<file path="src/hdl/ctp_pkg.sv">
// Shared types and constants for the CIDR text parser.
// No dependencies; imported by ctp_scan, ctp_calc and cidr_text_parser.
package ctp_pkg;

  localparam int unsigned IN_DATA_W  = 8;
  localparam int unsigned OUT_DATA_W = 200;
  localparam int unsigned IDX_W      = 6;

  // Characters kept per string; later characters only count toward the last marker.
  localparam logic [IDX_W-1:0] MAX_CHARS = 6'd31;

  localparam logic [7:0] CH_NUL   = 8'h00;
  localparam logic [7:0] CH_SLASH = 8'h2F;
  localparam logic [7:0] CH_DOT   = 8'h2E;
  localparam logic [7:0] CH_PLUS  = 8'h2B;
  localparam logic [7:0] CH_MINUS = 8'h2D;
  localparam logic [7:0] CH_SPACE = 8'h20;
  localparam logic [7:0] CH_TAB   = 8'h09;
  localparam logic [7:0] CH_CR    = 8'h0D;
  localparam logic [7:0] CH_ZERO  = 8'h30;
  localparam logic [7:0] CH_NINE  = 8'h39;

  localparam logic [5:0] PREFIX_MAX = 6'd32;
  localparam logic [5:0] PREFIX_P2P = 6'd31;

  typedef enum logic [1:0] {
    ST_OK       = 2'd0,
    ST_NO_SLASH = 2'd1,
    ST_BAD_ADDR = 2'd2,
    ST_RANGE    = 2'd3
  } status_t;

  typedef enum logic [1:0] {
    PH_SKIP   = 2'd0,
    PH_DIGITS = 2'd1,
    PH_DONE   = 2'd2
  } phase_t;

  // Outcome of one string, handed from the scanner to the calculator.
  typedef struct packed {
    status_t     status;
    logic [5:0]  prefix;
    logic [31:0] address;
  } summary_t;

  // Result word; the last member sits in the lowest bits of tdata.
  typedef struct packed {
    logic [31:0] host_count;
    logic [31:0] host_high;
    logic [31:0] host_low;
    logic [31:0] broadcast;
    logic [31:0] netmask;
    logic [31:0] network;
    logic [5:0]  prefix_length;
    status_t     status;
  } result_t;

endpackage

</file>
<file path="src/hdl/cidr_text_parser.sv">
// Top level of the IPv4 CIDR text parser: scanner stage and calculator stage.
// Depends on ctp_pkg, ctp_scan and ctp_calc.
//
// Usage: feed the CIDR text one character per word on the s_ channel
// (s_tdata = character code, s_tlast = final character of the string).
// Only the first 31 characters are parsed and a NUL ends the content;
// further characters are still taken, so the string ends only at s_tlast.
// Every word carrying s_tlast yields exactly one result word on the m_
// channel: status, prefix length, network, netmask, broadcast, first and
// last host and host count. On any error status all other fields are zero.
// Throughput: one character per cycle while s_tready is high. The last
// character's outcome goes into the summary register, then the result into
// the output register, where m_tvalid rises and the result word waits.
// When the receiver stalls, both stages fill and s_tready
// drops only while a finished summary cannot move on; characters that are not
// the last of a string still need that summary slot free.
// Reset (rst, synchronous) clears the parse state and both valid flags, so
// the next character starts a new string.
module cidr_text_parser (
  input  logic                           clk,
  input  logic                           rst,
  input  logic                           s_tvalid,
  output logic                           s_tready,
  input  logic [ctp_pkg::IN_DATA_W-1:0]  s_tdata,   // [7:0] char_code
  input  logic                           s_tlast,   // last
  output logic                           m_tvalid,
  input  logic                           m_tready,
  // [1:0] status, [7:2] prefix_length, [39:8] network, [71:40] netmask,
  // [103:72] broadcast, [135:104] host_low, [167:136] host_high,
  // [199:168] host_count
  output logic [ctp_pkg::OUT_DATA_W-1:0] m_tdata
);
  import ctp_pkg::*;

  logic     sum_valid;
  logic     sum_ready;
  summary_t sum;
  result_t  res_view;

  ctp_scan u_scan (
    .clk       (clk),
    .rst       (rst),
    .s_tvalid  (s_tvalid),
    .s_tready  (s_tready),
    .s_tdata   (s_tdata),
    .s_tlast   (s_tlast),
    .sum_valid (sum_valid),
    .sum_ready (sum_ready),
    .sum       (sum)
  );

  ctp_calc u_calc (
    .clk       (clk),
    .rst       (rst),
    .sum_valid (sum_valid),
    .sum_ready (sum_ready),
    .sum       (sum),
    .m_tvalid  (m_tvalid),
    .m_tready  (m_tready),
    .m_tdata   (m_tdata)
  );

  assign res_view = m_tdata;

  // A taken last character always leaves a summary behind
  a_last_makes_summary: assert property (@(posedge clk) disable iff (rst)
    s_tvalid && s_tready && s_tlast |=> sum_valid)
    else $error("last character did not produce a summary");

  // Error results carry nothing but the status
  a_error_fields_zero: assert property (@(posedge clk) disable iff (rst)
    m_tvalid && (res_view.status != ST_OK) |-> (m_tdata[OUT_DATA_W-1:2] == '0))
    else $error("error result with nonzero fields");

  // Good results keep the prefix in range and the broadcast consistent
  a_ok_consistent: assert property (@(posedge clk) disable iff (rst)
    m_tvalid && (res_view.status == ST_OK) |->
      (res_view.prefix_length <= PREFIX_MAX) &&
      (res_view.broadcast == (res_view.network | ~res_view.netmask)))
    else $error("inconsistent good result");

  // A summary waiting on a stalled output must hold still
  a_summary_holds: assert property (@(posedge clk) disable iff (rst)
    sum_valid && !sum_ready |=> sum_valid && $stable(sum))
    else $error("summary changed while stalled");

endmodule

</file>
<file path="src/hdl/ctp_scan.sv">
// Character scanner: per-string parse state and the registered summary stage.
// Depends on ctp_pkg.
module ctp_scan (
  input  logic                               clk,
  input  logic                               rst,
  input  logic                               s_tvalid,
  output logic                               s_tready,
  input  logic [ctp_pkg::IN_DATA_W-1:0]      s_tdata,
  input  logic                               s_tlast,
  output logic                               sum_valid,
  input  logic                               sum_ready,
  output ctp_pkg::summary_t                  sum
);
  import ctp_pkg::*;

  logic [IDX_W-1:0] char_index, char_index_next;
  logic             in_prefix, in_prefix_next;
  logic             content_ended, content_ended_next;
  logic [1:0]       octet_index, octet_index_next;
  logic [7:0]       octet_value, octet_value_next;
  logic [1:0]       octet_digits, octet_digits_next;
  logic [31:0]      address_acc, address_acc_next;
  logic             address_bad, address_bad_next;
  logic [5:0]       prefix_value, prefix_value_next;
  logic             prefix_over, prefix_over_next;
  phase_t           prefix_phase, prefix_phase_next;
  logic             prefix_negative, prefix_negative_next;
  summary_t         sum_next;

  logic       accept;
  logic [7:0] ch;
  logic       is_digit, is_white;
  logic [3:0] dval;
  logic [11:0] octet_mul;
  logic [9:0]  prefix_mul;

  assign s_tready = !sum_valid || sum_ready;
  assign accept   = s_tvalid && s_tready;
  assign ch       = s_tdata;
  assign is_digit = (ch >= CH_ZERO) && (ch <= CH_NINE);
  assign is_white = (ch == CH_SPACE) || ((ch >= CH_TAB) && (ch <= CH_CR));
  assign dval     = ch[3:0];
  assign octet_mul  = ({4'd0, octet_value} << 3) + ({4'd0, octet_value} << 1) + {8'd0, dval};
  assign prefix_mul = ({4'd0, prefix_value} << 3) + ({4'd0, prefix_value} << 1) + {6'd0, dval};

  always_comb begin
    phase_t ph;
    logic   take;
    ph   = prefix_phase;
    take = 1'b1;

    char_index_next      = char_index;
    in_prefix_next       = in_prefix;
    content_ended_next   = content_ended;
    octet_index_next     = octet_index;
    octet_value_next     = octet_value;
    octet_digits_next    = octet_digits;
    address_acc_next     = address_acc;
    address_bad_next     = address_bad;
    prefix_value_next    = prefix_value;
    prefix_over_next     = prefix_over;
    prefix_phase_next    = prefix_phase;
    prefix_negative_next = prefix_negative;
    sum_next             = sum;

    if (accept) begin
      if (!content_ended && (char_index < MAX_CHARS)) begin
        char_index_next = char_index + 1'b1;
        if (ch == CH_NUL) begin
          content_ended_next = 1'b1;
        end else if (in_prefix) begin
          // atoi style: skip white space, optional sign, then digits
          if (ph == PH_SKIP) begin
            if (is_white) begin
              take = 1'b0;
            end else begin
              ph = PH_DIGITS;
              if (ch == CH_PLUS) begin
                take = 1'b0;
              end else if (ch == CH_MINUS) begin
                prefix_negative_next = 1'b1;
                take = 1'b0;
              end
            end
          end
          if (take && (ph == PH_DIGITS)) begin
            if (!is_digit) begin
              ph = PH_DONE;
            end else if (!prefix_over) begin
              if (prefix_mul > {4'd0, PREFIX_MAX}) prefix_over_next = 1'b1;
              else prefix_value_next = prefix_mul[5:0];
            end
          end
          prefix_phase_next = ph;
        end else if (ch == CH_SLASH) begin
          in_prefix_next = 1'b1;
          if (!address_bad) begin
            if ((octet_digits == 2'd0) || (octet_index != 2'd3)) address_bad_next = 1'b1;
            else address_acc_next = {address_acc[23:0], octet_value};
          end
        end else if (!address_bad) begin
          if (is_digit) begin
            if ((octet_digits != 2'd0) && (octet_value == 8'd0)) begin
              address_bad_next = 1'b1;
            end else if (octet_mul > 12'd255) begin
              address_bad_next = 1'b1;
            end else begin
              octet_value_next = octet_mul[7:0];
              if (octet_digits != 2'd3) octet_digits_next = octet_digits + 1'b1;
            end
          end else if (ch == CH_DOT) begin
            if ((octet_digits == 2'd0) || (octet_index == 2'd3)) begin
              address_bad_next = 1'b1;
            end else begin
              address_acc_next  = {address_acc[23:0], octet_value};
              octet_index_next  = octet_index + 1'b1;
              octet_value_next  = 8'd0;
              octet_digits_next = 2'd0;
            end
          end else begin
            address_bad_next = 1'b1;
          end
        end
      end

      if (s_tlast) begin
        sum_next.prefix  = prefix_value_next;
        sum_next.address = address_acc_next;
        if (!in_prefix_next) sum_next.status = ST_NO_SLASH;
        else if (address_bad_next) sum_next.status = ST_BAD_ADDR;
        else if (prefix_over_next || (prefix_negative_next && (prefix_value_next != 6'd0)))
          sum_next.status = ST_RANGE;
        else sum_next.status = ST_OK;

        // Start the next string from a clean state
        char_index_next      = '0;
        in_prefix_next       = 1'b0;
        content_ended_next   = 1'b0;
        octet_index_next     = 2'd0;
        octet_value_next     = 8'd0;
        octet_digits_next    = 2'd0;
        address_acc_next     = 32'd0;
        address_bad_next     = 1'b0;
        prefix_value_next    = 6'd0;
        prefix_over_next     = 1'b0;
        prefix_phase_next    = PH_SKIP;
        prefix_negative_next = 1'b0;
      end
    end
  end

  always_ff @(posedge clk) begin
    if (rst) begin
      char_index      <= '0;
      in_prefix       <= 1'b0;
      content_ended   <= 1'b0;
      octet_index     <= 2'd0;
      octet_value     <= 8'd0;
      octet_digits    <= 2'd0;
      address_acc     <= 32'd0;
      address_bad     <= 1'b0;
      prefix_value    <= 6'd0;
      prefix_over     <= 1'b0;
      prefix_phase    <= PH_SKIP;
      prefix_negative <= 1'b0;
      sum_valid       <= 1'b0;
    end else begin
      char_index      <= char_index_next;
      in_prefix       <= in_prefix_next;
      content_ended   <= content_ended_next;
      octet_index     <= octet_index_next;
      octet_value     <= octet_value_next;
      octet_digits    <= octet_digits_next;
      address_acc     <= address_acc_next;
      address_bad     <= address_bad_next;
      prefix_value    <= prefix_value_next;
      prefix_over     <= prefix_over_next;
      prefix_phase    <= prefix_phase_next;
      prefix_negative <= prefix_negative_next;
      if (sum_ready || !sum_valid) sum_valid <= accept && s_tlast;
    end
  end

  always_ff @(posedge clk) begin
    sum <= sum_next;
  end

endmodule

</file>
<file path="src/hdl/ctp_calc.sv">
// Network value calculator: mask, network, broadcast, host range and count.
// Depends on ctp_pkg; holds the output register of the block.
module ctp_calc (
  input  logic                               clk,
  input  logic                               rst,
  input  logic                               sum_valid,
  output logic                               sum_ready,
  input  ctp_pkg::summary_t                  sum,
  output logic                               m_tvalid,
  input  logic                               m_tready,
  output logic [ctp_pkg::OUT_DATA_W-1:0]     m_tdata
);
  import ctp_pkg::*;

  result_t     res;
  logic [31:0] mask, net, bc;

  assign sum_ready = !m_tvalid || m_tready;

  always_comb begin
    mask = (sum.prefix == 6'd0) ? 32'd0 : (32'hFFFF_FFFF << (PREFIX_MAX - sum.prefix));
    net  = sum.address & mask;
    bc   = net | ~mask;
    res  = '0;
    res.status = sum.status;
    if (sum.status == ST_OK) begin
      res.prefix_length = sum.prefix;
      res.network       = net;
      res.netmask       = mask;
      res.broadcast     = bc;
      if (sum.prefix < PREFIX_P2P) begin
        res.host_low   = net + 32'd1;
        res.host_high  = bc - 32'd1;
        res.host_count = ~mask - 32'd1;
      end else if (sum.prefix == PREFIX_P2P) begin
        res.host_low   = net;
        res.host_high  = net + 32'd1;
        res.host_count = 32'd2;
      end else begin
        res.host_low   = net;
        res.host_high  = net;
        res.host_count = 32'd1;
      end
    end
  end

  always_ff @(posedge clk) begin
    if (rst) begin
      m_tvalid <= 1'b0;
    end else if (sum_ready) begin
      m_tvalid <= sum_valid;
    end
  end

  always_ff @(posedge clk) begin
    if (sum_ready && sum_valid) m_tdata <= res;
  end

endmodule
</file>
<file path="config.mk">
export PLATFORM = sky130hd
export DESIGN_NAME = cidr_text_parser
export DESIGN_NICKNAME = d
export VERILOG_FILES = /design/src/hdl/ctp_pkg.sv /design/src/hdl/cidr_text_parser.sv /design/src/hdl/ctp_scan.sv /design/src/hdl/ctp_calc.sv
export SDC_FILE = /design/constraint.sdc
export NUM_CORES = 1
export LEC_CHECK = 0
export BUFFER_PORTS_ARGS = -buffer_cell sky130_fd_sc_hd__buf_4
export CORE_UTILIZATION = 33
export CTS_CLUSTER_SIZE = 40
export DETAILED_ROUTE_END_ITERATION = 10
export GPL_ROUTABILITY_DRIVEN = 0
export SYNTH_ARGS = -nofsm -noshare
export SYNTH_HDL_FRONTEND = slang
export SYNTH_SLANG_ARGS = --single-unit
</file>
<file path="constraint.sdc">
create_clock -name clk -period 31.4 [get_ports clk]
set_input_delay 4.71 -clock clk [delete_from_list [all_inputs] [get_ports clk]]
set_output_delay 4.71 -clock clk [all_outputs]
set_load 0.1 [all_outputs]
</file>
==> key figures <==
Run status
  – Outcome: complete, but fails checks
  – Failing checks: DRC

GRT
  – Vias in the first global route: between 10k and 15k
  – First-pass GRT wire length: ~80 mm
  – Initial antenna violation count: 0
  – Total gr overflow: 0
  – Gr usage total: 0.209
  – Largest net degree at the start of global routing: 84

Die
  – Die Footprint: just under 0.05 mm^2
  – Ports: between 200 and 250
  – Core area: 0.0470 mm^2
  – Starting density of the core: 0.337
  – Die height: approximately 220 um
  – Die W: 221 um
  – Row cnt: roughly 80

Placement
  – # port buffers: about 210
  – Dpl cells: roughly 2.3k
  – Post-DP HPWL: ~38 mm

Worst setup path
  – R2r setup slk: between 20 and 25 ns
  – Reg2reg path depth: 14
  – CP Launch Type: input pin
  – Crit path DAT: roughly 5.4 ns
  – Critical Path Sink: s_tready
  – CP required: 26.69 ns
  – Worst setup path start: m_tready
  – CP Class: input pin to primary output
  – Crit. End Element: primary output
  – Worst reg2reg startpoint: u_scan.sum[34]
  – Worst R2R End: u_calc.m_tdata[162]
  – Worst-path maximum fanout: 4

Detailed routing
  – Initial DRC count: 1537
  – Via count: 13.4k
  – Drt drc: 21
  – Routed length on met1: 21.3 mm
  – Routed wl met2: between 20 and 25 mm
  – Avg WL per Cell: ~22 um
  – Vias per Instance: approximately 5.7
  – Drt total wl: ~52 mm
  – Pre-Repair DR Iteration Count: 8
  – Met3 WL: 4.60 mm
  – Post-route ant nets: 0
  – Highest routed layer: met4

Synthesis
  – Mapped Area: 0.0158 mm^2
  – Seq cells post-synth: 305
  – Syn_area_per_cell: ~10 um^2
  – Cells after Synth: roughly 1.5k
  – Syn Nets: ~1.6k
  – Synth cell types: 82
  – Post-synthesis sequential area ratio: 0.538
  – Number of synthesized flops with an enable pin: 240
  – Commonest register cell after synthesis: edfxtp_1
  – Share of flip-flops with an asynchronous set or reset after synthesis: 0
  – Main area contributors after synthesis: edfxtp_1 (46%), dfxtp_1 (8.2%), nor2_1 (5.6%)
  – Yosys top cell by area: edfxtp_1
  – Synth cell count leaders: edfxtp_1 (240), nor2_1 (236), a21oi_1 (107)
  – Synth top area share: 0.456
  – Top-count cell post-synth: edfxtp_1
  – Yosys Warn Count: 0

Run
  – Max Cap Viol: 0

Finish
  – P&R area growth vs syn: 21.0%
  – Final Non-Filler Cells: 2350
  – Layout fillers: 4522
  – Layout cell share with drive strength beyond 1: 0.209
  – Final #Nets: 1773
  – Antenna Cells: 0

Timing
  – Tcrit/Tclk final: 0.322
  – Final Max Tran Viols: 0
  – Maximum clock rate: about 0.099 GHz
  – Final setup viols: 0
  – Post-layout min period: approximately 10 ns
  – Slew HR: 0.152
  – Clock skew: between 0.015 and 0.02 ns
  – Fin Setup TNS: 0 ns
  – Worst Max-Slew Pin Slew: ~1.3 ns
  – RSZ-0062 raised after global routing: false
  – Final hold violations: 0

Power
  – LEAKAGE: around 7 nW
  – Peak supply drop: 0.0312 mV
  – Power Dens Cells: roughly 50 mW/mm^2

CTS
  – Later-pin clock latency in the skew report: just under 0.6 ns
  – Post_cts resized: 0
  – Sink Count: a little over 300
  – H-tree levels: 1
  – Hold_buf cts: 0
  – Total CTS buffers: 31
  – Clock root cell: clkbuf_16
  – Setup repair bufs after CTS: 0
  – CTS tree: built
  – Clock buffer depth: 3
  – Clock slew at reported path FFs: approximately 0.060 ns

Min path
  – Tightest Hold Check Type: register to register
  – Worst Hold Depth: 2
-- layout make-up --
cell class	instances	area, um^2	area share
Multi-Input combinational cell	1107	6840	0.358
Clock inverter	25	327	0.0171
Tap cell	607	759	0.0397
Sequential cell	305	8510	0.445
Inverter	35	131	0.00686
Timing Repair Buffer	238	1790	0.0934
Clock buffer	33	783	0.0409
-- routing by layer --
layer	up-vias	GRT usage
met1	6486	0.273
met2	642	0.341
li1	6123	-
met4	0	0.0796
met3	114	0.0438
met5	-	0
-- through the flow --
| step | area (um^2) | total power, mW | hold WS (ns) | utilization | setup WS (ns) |
|---|---|---|---|---|---|
| detailed placement | 18000 | 0.560 | 0.450 | 0.384 | 21.30 |
| global route | 19100 | 0.979 | 0.478 | 0.408 | 21.26 |
| CTS | 19100 | 0.959 | 0.458 | 0.408 | 21.30 |
| global placement | 18000 | 0.559 | 0.443 | 0.384 | 21.33 |
| finish | 19100 | 0.951 | 0.460 | 0.408 | 21.30 |
| floorplan | 15800 | 0.536 | 0.436 | - | 11.18 |
-- registers in the layout (all words and copies together) (netlist names), 6 cells and up --
name,cells
u_scan.char_index,6
u_calc.m_tdata,200
u_scan.address_acc,32
u_scan.sum,40
u_scan.octet_value,8
u_scan.prefix_value,6
-- where the power goes --
group          switching (mW)  internal (mW)  total (mW)
combinational          0.0850         0.0196       0.105
sequential            0.00573          0.442       0.448
clock                   0.159          0.240       0.399
-- cells by family after synthesis --
group | after synthesis | synth area share
AO/OA/AOI/OAI | 324 | 0.133
XOR/XNOR | 48 | 0.0266
adder cells (fa/ha/maj) | 42 | 0.0351
buffers and inverters | 132 | 0.0322
flip-flops | 305 | 0.538
multiplexers | 38 | 0.0269
AND/OR/NAND/NOR | 655 | 0.208
-- how the worst min path moves through the flow --
stage / slack, ns / from / end
floorplan: 0.44 / u_scan.octet_index[1] / u_scan.octet_index[1]
global placement: 0.44 / u_scan.octet_index[1] / u_scan.octet_index[1]
detailed placement: 0.45 / u_scan.octet_index[1] / u_scan.octet_index[1]
CTS: 0.46 / u_scan.octet_index[1] / u_scan.octet_index[1]
global route: 0.48 / u_scan.octet_index[1] / u_scan.octet_index[1]
finish: 0.46 / u_scan.octet_index[1] / u_scan.octet_index[1]
-- placed cells by master (no fill, tap or decap), types with 9 or more instances in the layout --
cell type,synthesis,final
a211oi_1,12,12
a21o_1,12,12
a21oi_1,107,107
a22oi_1,39,39
a31oi_1,21,21
and2_1,19,19
and3_1,21,21
buf_4,0,238
clkbuf_16,0,31
dfxtp_1,65,65
edfxtp_1,240,240
ha_1,38,38
inv_1,35,35
mux2_2,36,36
nand2_1,100,99
nand2b_1,12,12
nand3_1,54,54
nand4_1,33,33
nor2_1,236,233
nor2b_1,9,9
nor3_1,59,57
nor4_1,25,24
o211ai_1,9,9
o21ai_0,44,44
or3_1,17,17
or4_1,18,18
xnor2_1,33,33
xor2_1,15,15
-- critical path, cell delays in order --
cell and delay, ns:
buf_4 0.11, inv_1 0.12, nand3_1 0.17, buf_4 0.28
Power figures use the tool's default switching activity.
